`config.mk`:
```
export PLATFORM = sky130hd
export DESIGN_NAME = encoder_lane_motor_controller_flat
export DESIGN_NICKNAME = d
export VERILOG_FILES = /design/src/elmc_pkg.sv /design/src/elmc_if.sv /design/src/encoder_lane_motor_controller.sv /design/src/flat_wrapper.sv
export SDC_FILE = /design/constraint.sdc
export NUM_CORES = 1
export LEC_CHECK = 0
export ABC_AREA = 1
export BUFFER_PORTS_ARGS = -buffer_cell sky130_fd_sc_hd__buf_4
export CAP_MARGIN = 0
export CORE_MARGIN = 2
export CORE_UTILIZATION = 35
export CTS_BUF_LIST = sky130_fd_sc_hd__clkbuf_4 sky130_fd_sc_hd__clkbuf_8
export CTS_CLUSTER_SIZE = 25
export DETAILED_ROUTE_END_ITERATION = 10
export GPL_TIMING_DRIVEN = 0
export PLACE_DENSITY = 0.59
export SLEW_MARGIN = 10
export SYNTH_ARGS = -nofsm -noshare
export SYNTH_HDL_FRONTEND = slang
export SYNTH_SLANG_ARGS = --single-unit
```
`constraint.sdc`:
```
create_clock -name clk_i -period 12.8 [get_ports clk_i]
set_input_delay 1.92 -clock clk_i [delete_from_list [all_inputs] [get_ports clk_i]]
set_output_delay 1.92 -clock clk_i [all_outputs]
set_load 0.1 [all_outputs]
```
`src/elmc_pkg.sv`:
```
// ----------------------------------------------------------------------------
// Encoder lane motor controller package
// Shared types, codes and reset constants for the lane controller.
// ----------------------------------------------------------------------------
package elmc_pkg;

  // Default encoder count width.
  localparam int unsigned CountWidthDef = 10;

  // Stall and ignore timers are fixed at eight bits.
  localparam int unsigned TimerWidth = 8;

  // Speed is a pulse period in control ticks.
  localparam int unsigned SpeedWidth = 3;

  // Register index width of the configuration port.
  localparam int unsigned CfgIndexWidth = 3;

  // Reset values of the configuration registers.
  localparam int unsigned RstUsableLength = 670;
  localparam int unsigned RstLimitLength  = 715;
  localparam logic [TimerWidth-1:0] RstStallIgnore = 8'd10;
  localparam logic [TimerWidth-1:0] RstStallPeriod = 8'd12;
  localparam int unsigned RstFarDistance  = 50;
  localparam int unsigned RstNearDistance = 25;

  // Speeds chosen in seek mode, and the speed after reset.
  localparam logic [SpeedWidth-1:0] SpeedFast  = 3'd1;
  localparam logic [SpeedWidth-1:0] SpeedMid   = 3'd3;
  localparam logic [SpeedWidth-1:0] SpeedSlow  = 3'd5;
  localparam logic [SpeedWidth-1:0] SpeedReset = 3'd3;

  // Pulse timer values used when the seek speed changes; PulseOne also on clear and reset.
  localparam logic [SpeedWidth-1:0] PulseOne = 3'd1;
  localparam logic [SpeedWidth-1:0] PulseTwo = 3'd2;

  typedef enum logic [1:0] {
    CMD_ENCODER = 2'd0,
    CMD_TICK    = 2'd1,
    CMD_START   = 2'd2,
    CMD_TARGET  = 2'd3
  } cmd_e;

  typedef enum logic [1:0] {
    MODE_STOP   = 2'd0,
    MODE_RETURN = 2'd1,
    MODE_SEEK   = 2'd2,
    MODE_CAL    = 2'd3
  } mode_e;

  typedef enum logic [CfgIndexWidth-1:0] {
    CFG_USABLE_LENGTH = 3'd0,
    CFG_LIMIT_LENGTH  = 3'd1,
    CFG_STALL_IGNORE  = 3'd2,
    CFG_STALL_PERIOD  = 3'd3,
    CFG_FAR_DISTANCE  = 3'd4,
    CFG_NEAR_DISTANCE = 3'd5
  } cfg_index_e;

endpackage

```
`src/elmc_if.sv`:
```
// ----------------------------------------------------------------------------
// Encoder lane motor controller channels
// Valid/ready channels for command words, result words and register writes.
// ----------------------------------------------------------------------------

// Command word channel.
interface elmc_in_if #(
  parameter int unsigned COUNT_WIDTH = elmc_pkg::CountWidthDef
);
  logic                            valid;
  logic                            ready;
  logic [1:0]                      cmd;
  logic                            encoder_level;
  logic                            start_switch_level;
  logic [1:0]                      new_mode;
  logic [elmc_pkg::SpeedWidth-1:0] speed_set;
  logic                            clear_track;
  logic [COUNT_WIDTH-1:0]          target_count;

  modport source (
    output valid, cmd, encoder_level, start_switch_level, new_mode, speed_set,
           clear_track, target_count,
    input  ready
  );
  modport sink (
    input  valid, cmd, encoder_level, start_switch_level, new_mode, speed_set,
           clear_track, target_count,
    output ready
  );
endinterface

// Result word channel.
interface elmc_out_if #(
  parameter int unsigned COUNT_WIDTH = elmc_pkg::CountWidthDef
);
  logic                   valid;
  logic                   ready;
  logic                   motor_on;
  logic [1:0]             lane_mode;
  logic [COUNT_WIDTH-1:0] position_count;
  logic                   end_reached;
  logic                   stall_seen;

  modport source (
    output valid, motor_on, lane_mode, position_count, end_reached, stall_seen,
    input  ready
  );
  modport sink (
    input  valid, motor_on, lane_mode, position_count, end_reached, stall_seen,
    output ready
  );
endinterface

// Register write channel.
interface elmc_cfg_if #(
  parameter int unsigned COUNT_WIDTH = elmc_pkg::CountWidthDef
);
  logic                               valid;
  logic                               ready;
  logic [elmc_pkg::CfgIndexWidth-1:0] index;
  logic [COUNT_WIDTH-1:0]             data;

  modport source (
    output valid, index, data,
    input  ready
  );
  modport sink (
    input  valid, index, data,
    output ready
  );
endinterface

```
`src/encoder_lane_motor_controller.sv`:
```
// ----------------------------------------------------------------------------
// Encoder lane motor controller
// Counts encoder edges and drives one lane motor on control ticks.
// ----------------------------------------------------------------------------
// The block takes one command word per cycle unless the output stalls, and
// returns one result word for each: a word is first captured in an input
// register, then a single pass of comparisons and counter updates writes the
// lane state, and the state registers themselves form the result register.
// The input side stays ready while the result register is empty or its word
// is being taken in the same cycle, so ready on the input follows ready on the
// output combinationally. Register writes are taken at any time with ready
// held high, and are meant to be made only while the block is idle.
module encoder_lane_motor_controller #(
  parameter int unsigned COUNT_WIDTH = elmc_pkg::CountWidthDef
) (
  input  logic        clk_i,
  input  logic        rst_ni,
  elmc_in_if.sink     in_i,
  elmc_out_if.source  out_o,
  elmc_cfg_if.sink    cfg_i
);

  localparam int unsigned TW = elmc_pkg::TimerWidth;
  localparam int unsigned SW = elmc_pkg::SpeedWidth;
  localparam logic [COUNT_WIDTH-1:0] CountMax = {COUNT_WIDTH{1'b1}};

  // Configuration registers.
  logic [COUNT_WIDTH-1:0] usable_length_q, limit_length_q;
  logic [COUNT_WIDTH-1:0] far_distance_q, near_distance_q;
  logic [TW-1:0]          stall_ignore_q, stall_period_q;

  // Input register.
  logic                   in_valid_q;
  elmc_pkg::cmd_e         cmd_q;
  logic                   enc_level_q;
  logic                   switch_level_q;
  elmc_pkg::mode_e        new_mode_q;
  logic [SW-1:0]          speed_set_q;
  logic                   clear_track_q;
  logic [COUNT_WIDTH-1:0] target_in_q;

  // Lane state, which also serves as the result register.
  logic                   out_valid_q;
  elmc_pkg::mode_e        mode_q, mode_d;
  logic [COUNT_WIDTH-1:0] count_q, count_d;
  logic [COUNT_WIDTH-1:0] target_q, target_d;
  logic [SW-1:0]          speed_q, speed_d;
  logic [SW-1:0]          pulse_q, pulse_d;
  logic [TW-1:0]          stall_timer_q, stall_timer_d;
  logic [TW-1:0]          ignore_timer_q, ignore_timer_d;
  logic                   last_level_q, last_level_d;
  logic                   seen_q, seen_d;
  logic                   end_q, end_d;
  logic                   stalled_q, stalled_d;
  logic                   motor_q, motor_d;

  logic advance;
  logic in_ready;

  // Handshake: a word moves into the state when the result slot is free.
  assign advance  = in_valid_q && (!out_valid_q || out_o.ready);
  assign in_ready = !in_valid_q || advance;
  assign in_i.ready  = in_ready;
  assign cfg_i.ready = 1'b1;

  // Register writes; indexes beyond the list are ignored.
  always_ff @(posedge clk_i or negedge rst_ni) begin
    if (!rst_ni) begin
      usable_length_q <= COUNT_WIDTH'(elmc_pkg::RstUsableLength);
      limit_length_q  <= COUNT_WIDTH'(elmc_pkg::RstLimitLength);
      stall_ignore_q  <= elmc_pkg::RstStallIgnore;
      stall_period_q  <= elmc_pkg::RstStallPeriod;
      far_distance_q  <= COUNT_WIDTH'(elmc_pkg::RstFarDistance);
      near_distance_q <= COUNT_WIDTH'(elmc_pkg::RstNearDistance);
    end else if (cfg_i.valid) begin
      case (elmc_pkg::cfg_index_e'(cfg_i.index))
        elmc_pkg::CFG_USABLE_LENGTH: usable_length_q <= cfg_i.data;
        elmc_pkg::CFG_LIMIT_LENGTH:  limit_length_q  <= cfg_i.data;
        elmc_pkg::CFG_STALL_IGNORE:  stall_ignore_q  <= cfg_i.data[TW-1:0];
        elmc_pkg::CFG_STALL_PERIOD:  stall_period_q  <= cfg_i.data[TW-1:0];
        elmc_pkg::CFG_FAR_DISTANCE:  far_distance_q  <= cfg_i.data;
        elmc_pkg::CFG_NEAR_DISTANCE: near_distance_q <= cfg_i.data;
        default: ;
      endcase
    end
  end

  // Input register valid flag.
  always_ff @(posedge clk_i or negedge rst_ni) begin
    if (!rst_ni) begin
      in_valid_q <= 1'b0;
    end else if (in_ready) begin
      in_valid_q <= in_i.valid;
    end
  end

  // Input register payload.
  always_ff @(posedge clk_i) begin
    if (in_ready && in_i.valid) begin
      cmd_q          <= elmc_pkg::cmd_e'(in_i.cmd);
      enc_level_q    <= in_i.encoder_level;
      switch_level_q <= in_i.start_switch_level;
      new_mode_q     <= elmc_pkg::mode_e'(in_i.new_mode);
      speed_set_q    <= in_i.speed_set;
      clear_track_q  <= in_i.clear_track;
      target_in_q    <= in_i.target_count;
    end
  end

  // Single pass over the lane state for the word in the input register.
  always_comb begin
    elmc_pkg::mode_e        mode_v;
    logic [TW-1:0]          stall_v;
    logic [COUNT_WIDTH-1:0] dist_v;
    logic [SW-1:0]          want_v;
    logic [SW-1:0]          speed_v;
    logic [SW-1:0]          pulse_v;

    mode_v  = mode_q;
    stall_v = stall_timer_q - 1'b1;
    dist_v  = (target_q > count_q) ? (target_q - count_q) : '0;
    want_v  = (dist_v > far_distance_q)  ? elmc_pkg::SpeedFast :
              (dist_v > near_distance_q) ? elmc_pkg::SpeedMid : elmc_pkg::SpeedSlow;
    speed_v = speed_q;
    pulse_v = pulse_q;

    mode_d         = mode_q;
    count_d        = count_q;
    target_d       = target_q;
    speed_d        = speed_q;
    pulse_d        = pulse_q;
    stall_timer_d  = stall_timer_q;
    ignore_timer_d = ignore_timer_q;
    last_level_d   = last_level_q;
    seen_d         = seen_q;
    end_d          = end_q;
    stalled_d      = stalled_q;
    motor_d        = motor_q;

    case (cmd_q)
      elmc_pkg::CMD_ENCODER: begin
        // Every level change counts, saturating at the top of the range.
        if (enc_level_q != last_level_q) begin
          if (count_q != CountMax) begin
            count_d = count_q + 1'b1;
          end
          seen_d = 1'b1;
        end
        last_level_d = enc_level_q;
      end

      elmc_pkg::CMD_TICK: begin
        // Mode-specific stops: start switch on return, target reached on seek.
        if (mode_v == elmc_pkg::MODE_RETURN && switch_level_q) begin
          mode_v = elmc_pkg::MODE_STOP;
        end else if (mode_v == elmc_pkg::MODE_SEEK && count_q >= target_q) begin
          mode_v = elmc_pkg::MODE_STOP;
        end

        // Track end, hard limit and stall window checks.
        if (mode_v != elmc_pkg::MODE_STOP) begin
          if ((mode_v == elmc_pkg::MODE_SEEK || mode_v == elmc_pkg::MODE_CAL) &&
              count_q > usable_length_q) begin
            mode_v = elmc_pkg::MODE_STOP;
            end_d  = 1'b1;
          end else if (count_q > limit_length_q) begin
            mode_v = elmc_pkg::MODE_STOP;
          end else if (ignore_timer_q != '0) begin
            ignore_timer_d = ignore_timer_q - 1'b1;
          end else if (stall_v != '0) begin
            stall_timer_d = stall_v;
          end else begin
            stall_timer_d = stall_period_q;
            if (!seen_q) begin
              mode_v    = elmc_pkg::MODE_STOP;
              stalled_d = 1'b1;
            end else begin
              seen_d = 1'b0;
            end
          end
        end
        mode_d = mode_v;

        // Motor pulse: seek adapts the speed to the remaining distance.
        if (mode_v == elmc_pkg::MODE_STOP) begin
          motor_d = 1'b0;
        end else begin
          if (mode_v == elmc_pkg::MODE_SEEK) begin
            if (want_v < speed_q) begin
              pulse_v = elmc_pkg::PulseOne;
              speed_v = want_v;
            end else if (want_v > speed_q) begin
              pulse_v = elmc_pkg::PulseTwo;
              speed_v = want_v;
            end
          end
          pulse_v = pulse_v - 1'b1;
          speed_d = speed_v;
          if (pulse_v == '0) begin
            pulse_d = speed_v;
            motor_d = !stalled_q;
          end else begin
            pulse_d = pulse_v;
            motor_d = 1'b0;
          end
        end
      end

      elmc_pkg::CMD_START: begin
        // Optional track clear, then the new speed, then the new mode.
        if (clear_track_q) begin
          seen_d        = 1'b0;
          end_d         = 1'b0;
          stalled_d     = 1'b0;
          stall_timer_d = stall_period_q;
          count_d       = '0;
          target_d      = '0;
          pulse_d       = elmc_pkg::PulseOne;
          last_level_d  = enc_level_q;
        end
        if (speed_set_q != '0) begin
          speed_d        = speed_set_q;
          pulse_d        = speed_set_q;
          stall_timer_d  = stall_period_q;
          ignore_timer_d = stall_ignore_q;
        end
        mode_d = new_mode_q;
      end

      elmc_pkg::CMD_TARGET: begin
        target_d = target_in_q;
      end

      default: ;
    endcase
  end

  // Lane state and result valid.
  always_ff @(posedge clk_i or negedge rst_ni) begin
    if (!rst_ni) begin
      out_valid_q    <= 1'b0;
      mode_q         <= elmc_pkg::MODE_STOP;
      count_q        <= '0;
      target_q       <= '0;
      speed_q        <= elmc_pkg::SpeedReset;
      pulse_q        <= elmc_pkg::PulseOne;
      stall_timer_q  <= elmc_pkg::RstStallPeriod;
      ignore_timer_q <= elmc_pkg::RstStallIgnore;
      last_level_q   <= 1'b0;
      seen_q         <= 1'b0;
      end_q          <= 1'b0;
      stalled_q      <= 1'b0;
      motor_q        <= 1'b0;
    end else begin
      if (advance) begin
        out_valid_q    <= 1'b1;
        mode_q         <= mode_d;
        count_q        <= count_d;
        target_q       <= target_d;
        speed_q        <= speed_d;
        pulse_q        <= pulse_d;
        stall_timer_q  <= stall_timer_d;
        ignore_timer_q <= ignore_timer_d;
        last_level_q   <= last_level_d;
        seen_q         <= seen_d;
        end_q          <= end_d;
        stalled_q      <= stalled_d;
        motor_q        <= motor_d;
      end else if (out_o.ready) begin
        out_valid_q <= 1'b0;
      end
    end
  end

  // Result word straight from the lane state.
  assign out_o.valid          = out_valid_q;
  assign out_o.motor_on       = motor_q;
  assign out_o.lane_mode      = mode_q;
  assign out_o.position_count = count_q;
  assign out_o.end_reached    = end_q;
  assign out_o.stall_seen     = stalled_q;

  // An empty input register always takes a new word.
  assert property (@(posedge clk_i) disable iff (!rst_ni)
    !in_valid_q |-> in_i.ready)
    else $error("input register empty but not ready");

  // Latching a stall or the track end always stops the lane.
  assert property (@(posedge clk_i) disable iff (!rst_ni)
    ($rose(stalled_q) || $rose(end_q)) |-> (mode_q == elmc_pkg::MODE_STOP))
    else $error("stall or end latched without stopping the lane");

  // A stalled lane never has its motor driven.
  assert property (@(posedge clk_i) disable iff (!rst_ni)
    stalled_q |-> !motor_q)
    else $error("motor driven while stalled");

endmodule
```
`src/flat_wrapper.sv`:
```
// flat-port wrapper written by rule: the top's interface ports become plain ports
module encoder_lane_motor_controller_flat 
#(
  parameter int unsigned COUNT_WIDTH = elmc_pkg::CountWidthDef
)
  (clk_i, rst_ni, in_i_valid, in_i_cmd, in_i_encoder_level, in_i_start_switch_level, in_i_new_mode, in_i_speed_set, in_i_clear_track, in_i_target_count, in_i_ready, out_o_valid, out_o_motor_on, out_o_lane_mode, out_o_position_count, out_o_end_reached, out_o_stall_seen, out_o_ready, cfg_i_valid, cfg_i_index, cfg_i_data, cfg_i_ready);
  elmc_in_if #(.COUNT_WIDTH(COUNT_WIDTH)) in_i_i ();
  elmc_out_if #(.COUNT_WIDTH(COUNT_WIDTH)) out_o_i ();
  elmc_cfg_if #(.COUNT_WIDTH(COUNT_WIDTH)) cfg_i_i ();
  input  logic clk_i;
  input  logic rst_ni;
  input wire logic [$bits(in_i_i.valid)-1:0] in_i_valid;
  input wire logic [$bits(in_i_i.cmd)-1:0] in_i_cmd;
  input wire logic [$bits(in_i_i.encoder_level)-1:0] in_i_encoder_level;
  input wire logic [$bits(in_i_i.start_switch_level)-1:0] in_i_start_switch_level;
  input wire logic [$bits(in_i_i.new_mode)-1:0] in_i_new_mode;
  input wire logic [$bits(in_i_i.speed_set)-1:0] in_i_speed_set;
  input wire logic [$bits(in_i_i.clear_track)-1:0] in_i_clear_track;
  input wire logic [$bits(in_i_i.target_count)-1:0] in_i_target_count;
  output wire logic [$bits(in_i_i.ready)-1:0] in_i_ready;
  output wire logic [$bits(out_o_i.valid)-1:0] out_o_valid;
  output wire logic [$bits(out_o_i.motor_on)-1:0] out_o_motor_on;
  output wire logic [$bits(out_o_i.lane_mode)-1:0] out_o_lane_mode;
  output wire logic [$bits(out_o_i.position_count)-1:0] out_o_position_count;
  output wire logic [$bits(out_o_i.end_reached)-1:0] out_o_end_reached;
  output wire logic [$bits(out_o_i.stall_seen)-1:0] out_o_stall_seen;
  input wire logic [$bits(out_o_i.ready)-1:0] out_o_ready;
  input wire logic [$bits(cfg_i_i.valid)-1:0] cfg_i_valid;
  input wire logic [$bits(cfg_i_i.index)-1:0] cfg_i_index;
  input wire logic [$bits(cfg_i_i.data)-1:0] cfg_i_data;
  output wire logic [$bits(cfg_i_i.ready)-1:0] cfg_i_ready;
  assign in_i_i.valid = in_i_valid;
  assign in_i_i.cmd = in_i_cmd;
  assign in_i_i.encoder_level = in_i_encoder_level;
  assign in_i_i.start_switch_level = in_i_start_switch_level;
  assign in_i_i.new_mode = in_i_new_mode;
  assign in_i_i.speed_set = in_i_speed_set;
  assign in_i_i.clear_track = in_i_clear_track;
  assign in_i_i.target_count = in_i_target_count;
  assign in_i_ready = in_i_i.ready;
  assign out_o_valid = out_o_i.valid;
  assign out_o_motor_on = out_o_i.motor_on;
  assign out_o_lane_mode = out_o_i.lane_mode;
  assign out_o_position_count = out_o_i.position_count;
  assign out_o_end_reached = out_o_i.end_reached;
  assign out_o_stall_seen = out_o_i.stall_seen;
  assign out_o_i.ready = out_o_ready;
  assign cfg_i_i.valid = cfg_i_valid;
  assign cfg_i_i.index = cfg_i_index;
  assign cfg_i_i.data = cfg_i_data;
  assign cfg_i_ready = cfg_i_i.ready;
  encoder_lane_motor_controller #(.COUNT_WIDTH(COUNT_WIDTH)) u_core (.clk_i(clk_i), .rst_ni(rst_ni), .in_i(in_i_i), .out_o(out_o_i), .cfg_i(cfg_i_i));
endmodule
```
==> results.md <==
* Status: finished, final reports clean
* Pin count of the biggest net entering global routing at 69
* Final Cycle Share at between 40% and 50%
* Maxcap violations at 0
* RSZ-0062 raised after global routing: no
* Slew @ Worst Pin at 0.806 ns
* Wire per inst at 14.6 um
* Number of global-route vias before repair at 5,972
* Crit Path Class: reg -> reg
* CTS Buf Count at 17
* Min Hold Slack at roughly 0.48 ns
* Die height at 150 um
* Critical path capture point type: flop
* Area Overhead vs Synth at 16.5%
* Dominant synthesized flop cell: dfrtp_1
* First-pass GRT wire length at 31,300 um
* FF-to-FF setup slack at about 7.2 ns
* Initial Util at 35.6%
* Port Buffers at 54
* Worst path slowest cell: dfrtp_1
* Rows at 53
* Pwr/cell area at roughly 240 nW/um^2
* Crit path time final at approximately 5.6 ns
* Fin. Hold Viols at 0
* CP Launch Type: flop
* Ys async rst share at 84.3%
* Synth warn at 0
* Num ports at 56
* DRT iter0 DRCs at around 370
* Setup_tns at 0 ns
* Post-synth top area share at 26.1%
* Dpl cell area at 8260 um^2
* Leak Pwr at 4.32 nW
* Clock skew at between 0.008 and 0.009 ns
* Hold Crit Class: reg -> reg
* Diode count at 0
* Root Driver: clkbuf_8
* Total iterations of the first detailed-routing run at 5
* CP dominant cell by count: nand2_1
* Mapped Cells at around 900
* R2R depth at 34
* Worst Path Required at 13.18 ns
* Synth unique cells at 53
* Clk_lat worst skew at 0.45 ns
* Layout cell share with drive strength beyond 1 at 15.6%
* #FFs+latches synth at 127
* Clock slew at the register clock pins of the worst setup and hold paths at 0.07 ns
* DRC at 0
* Design Area, Final at 8720 um^2
* Worst r2r src: u_core.out_o.position_count[2]
* Max VDD drop at 0.0000743 V
* Post-DP HPWL at 14,100 um
* Routed Antenna Nets at 0
* Synth area leader: dfrtp_1
* Nets@finish at approximately 1,100
* Ranking of synthesized cells by area: dfrtp_1, nand2_1, dfstp_2, ha_1, edfxtp_1
* Postcts setup bufs at 0
* Slowest stage delay, CP at about 0.59 ns
* Die area at 22,600 um^2
* Initial antenna violation count at 0
* CTS tree: built
* CTS max path bufs at 2
* Tot Pwr at 0.00211 W
* Mapped Area at 7480 um^2
* H-tree levels at 4
* Via Count at 6,208
* Placer Congestion at 0.816
* Die width at 150 um
* Critical-path maximum fanout at 6
* Max-slew headroom at 46.2%
* Slew Viols, Final at 0
* Post-CTS sizing at 0
* Vias per inst at 4.83
* Routed WL at 18,800 um
* F_max at around 0.18 GHz
* Hold Path Depth at 2
* Final Setup Violations at 0
* Synth Net Count at approximately 1,000
* EDFF count, synth at 20
* Overall global routing resource usage at 18.0%
* Hold Path End: u_core.speed_q[2]
* Worst Min Path Start: u_core.speed_q[2]
* Hold bufs inserted after CTS at 0
* Mapped Avg Cell Area at 8.12 um^2
* Endpoint arrival time on the critical path at about 6 ns
* CTS sink count at 127
* GRT overflow at 0
* Reg2reg end: u_core.pulse_q[1]
* Filler cell count in the final layout at about 2,100
* Seq/Total Area, Yosys at between 40% and 50%
* Core region area at 21,000 um^2
==> registers in the layout, indices dropped and copies added, names as in the netlist, 8 cells and up <==
register / cells
u_core.target_in_q: 10
u_core.stall_timer_q: 8
u_core.ignore_timer_q: 8
u_core.far_distance_q: 10
u_core.stall_ignore_q: 8
u_core.stall_period_q: 8
u_core.near_distance_q: 10
u_core.usable_length_q: 10
u_core.target_q: 10
u_core.limit_length_q: 10
u_core.out_o.position_count: 10
==> routing by layer <==
metal | vias to the layer above | global-route usage [%] | part of all wire (%)
li1 | 3145 | - | -
met1 | 2950 | 23.8 | 46
met2 | 95 | 30.1 | 49
met3 | 18 | 3.67 | 3.4
met4 | 0 | 4.91 | 1.7
met5 | - | 0 | 0
==> worst max-delay path by stage <==
stage               slack, ns                            from           endpoint  cells after the start
global placement         7.32  u_core.out_o.position_count[2]  u_core.pulse_q[1]                     34
finish                   7.20  u_core.out_o.position_count[2]  u_core.pulse_q[1]                     34
floorplan                7.62  u_core.out_o.position_count[1]  u_core.pulse_q[1]                     34
global route             6.62  u_core.out_o.position_count[2]  u_core.pulse_q[1]                     36
detailed placement       7.31  u_core.out_o.position_count[2]  u_core.pulse_q[1]                     34
CTS                      7.24  u_core.out_o.position_count[2]  u_core.pulse_q[1]                     34
==> layout make-up <==
cell class	instances	area (um^2)	area share [%]
multi-input combinational	623	3500	40.2
sequential	127	3310	38.0
inverter	151	571	6.55
timing repair buffer	55	437	5.01
tap	275	344	3.95
clock buffer	20	263	3.01
clock inverter	12	190	2.18
buffer	21	96.3	1.11
==> placed cells by master, fill, tap and decap left out, types with 3 or more instances in the layout <==
cell and instances:
a21o_1 3, a21oi_1 30, a21oi_2 3, a22oi_1 4, buf_4 55, bufinv_16 5, clkbuf_1 16, clkbuf_8 18
clkinv_2 6, dfrtp_1 78, dfstp_2 29, edfxtp_1 20, ha_1 60, inv_1 147, nand2_1 209, nand2_2 7
nand3_1 49, nand3_2 3, nand4_1 12, nor2_1 72, nor2_2 3, nor3_1 10, nor3b_1 4, o211ai_1 3
o21ai_0 109, o21ai_2 3, o21bai_1 3, xor2_1 5
==> synthesized netlist by cell type (10+ instances only) <==
cell type,number
a21oi_1,30
clkbuf_1,16
dfrtp_1,78
dfstp_2,29
edfxtp_1,20
ha_1,60
inv_1,147
nand2_1,209
nand3_1,49
nand4_1,12
nor2_1,72
nor3_1,10
o21ai_0,109
==> where the power goes <==
part / internal, W / switching [W] / total [W]
registers: 0.000529 / 0.0000982 / 0.000627
logic: 0.000361 / 0.000721 / 0.00108
clock network: 0.000239 / 0.000162 / 0.000401
total: 0.00113 / 0.000981 / 0.00211
==> per-stage QoR <==
step,worst slack [ns],std cells,utilization (%)
2_1_floorplan,7.62,922,-
3_3_place_gp,7.32,1251,39.2
3_5_place_dp,7.31,1252,39.3
4_1_cts,7.24,1284,41.5
5_1_grt,6.62,1284,41.5
6_report,7.20,1284,41.5
==> logic make-up (layout without fill, tap and decap cells) <==
kind of cell	count (synthesis)	in the layout	synth area share, %
multiplexers	1	1	0.150
flip-flops	127	127	44.3
adder cells (fa/ha/maj)	61	61	10.3
buffers and inverters	172	259	8.91
XOR/XNOR	8	8	1.04
other	1	1	0.0501
AO/OA/AOI/OAI	173	173	13.3
AND/OR/NAND/NOR	379	379	22.0
==> critical path: cells and delay by family, from the launching register on <==
family	cells	cell delay, ns
buffers and inverters	5	0.38
and+or+nand+nor	13	1.42
adders and majority gates	4	1.14
DFF	1	0.59
AOI/OAI and AO/OA	12	1.98
Power figures use the tool's default switching activity.
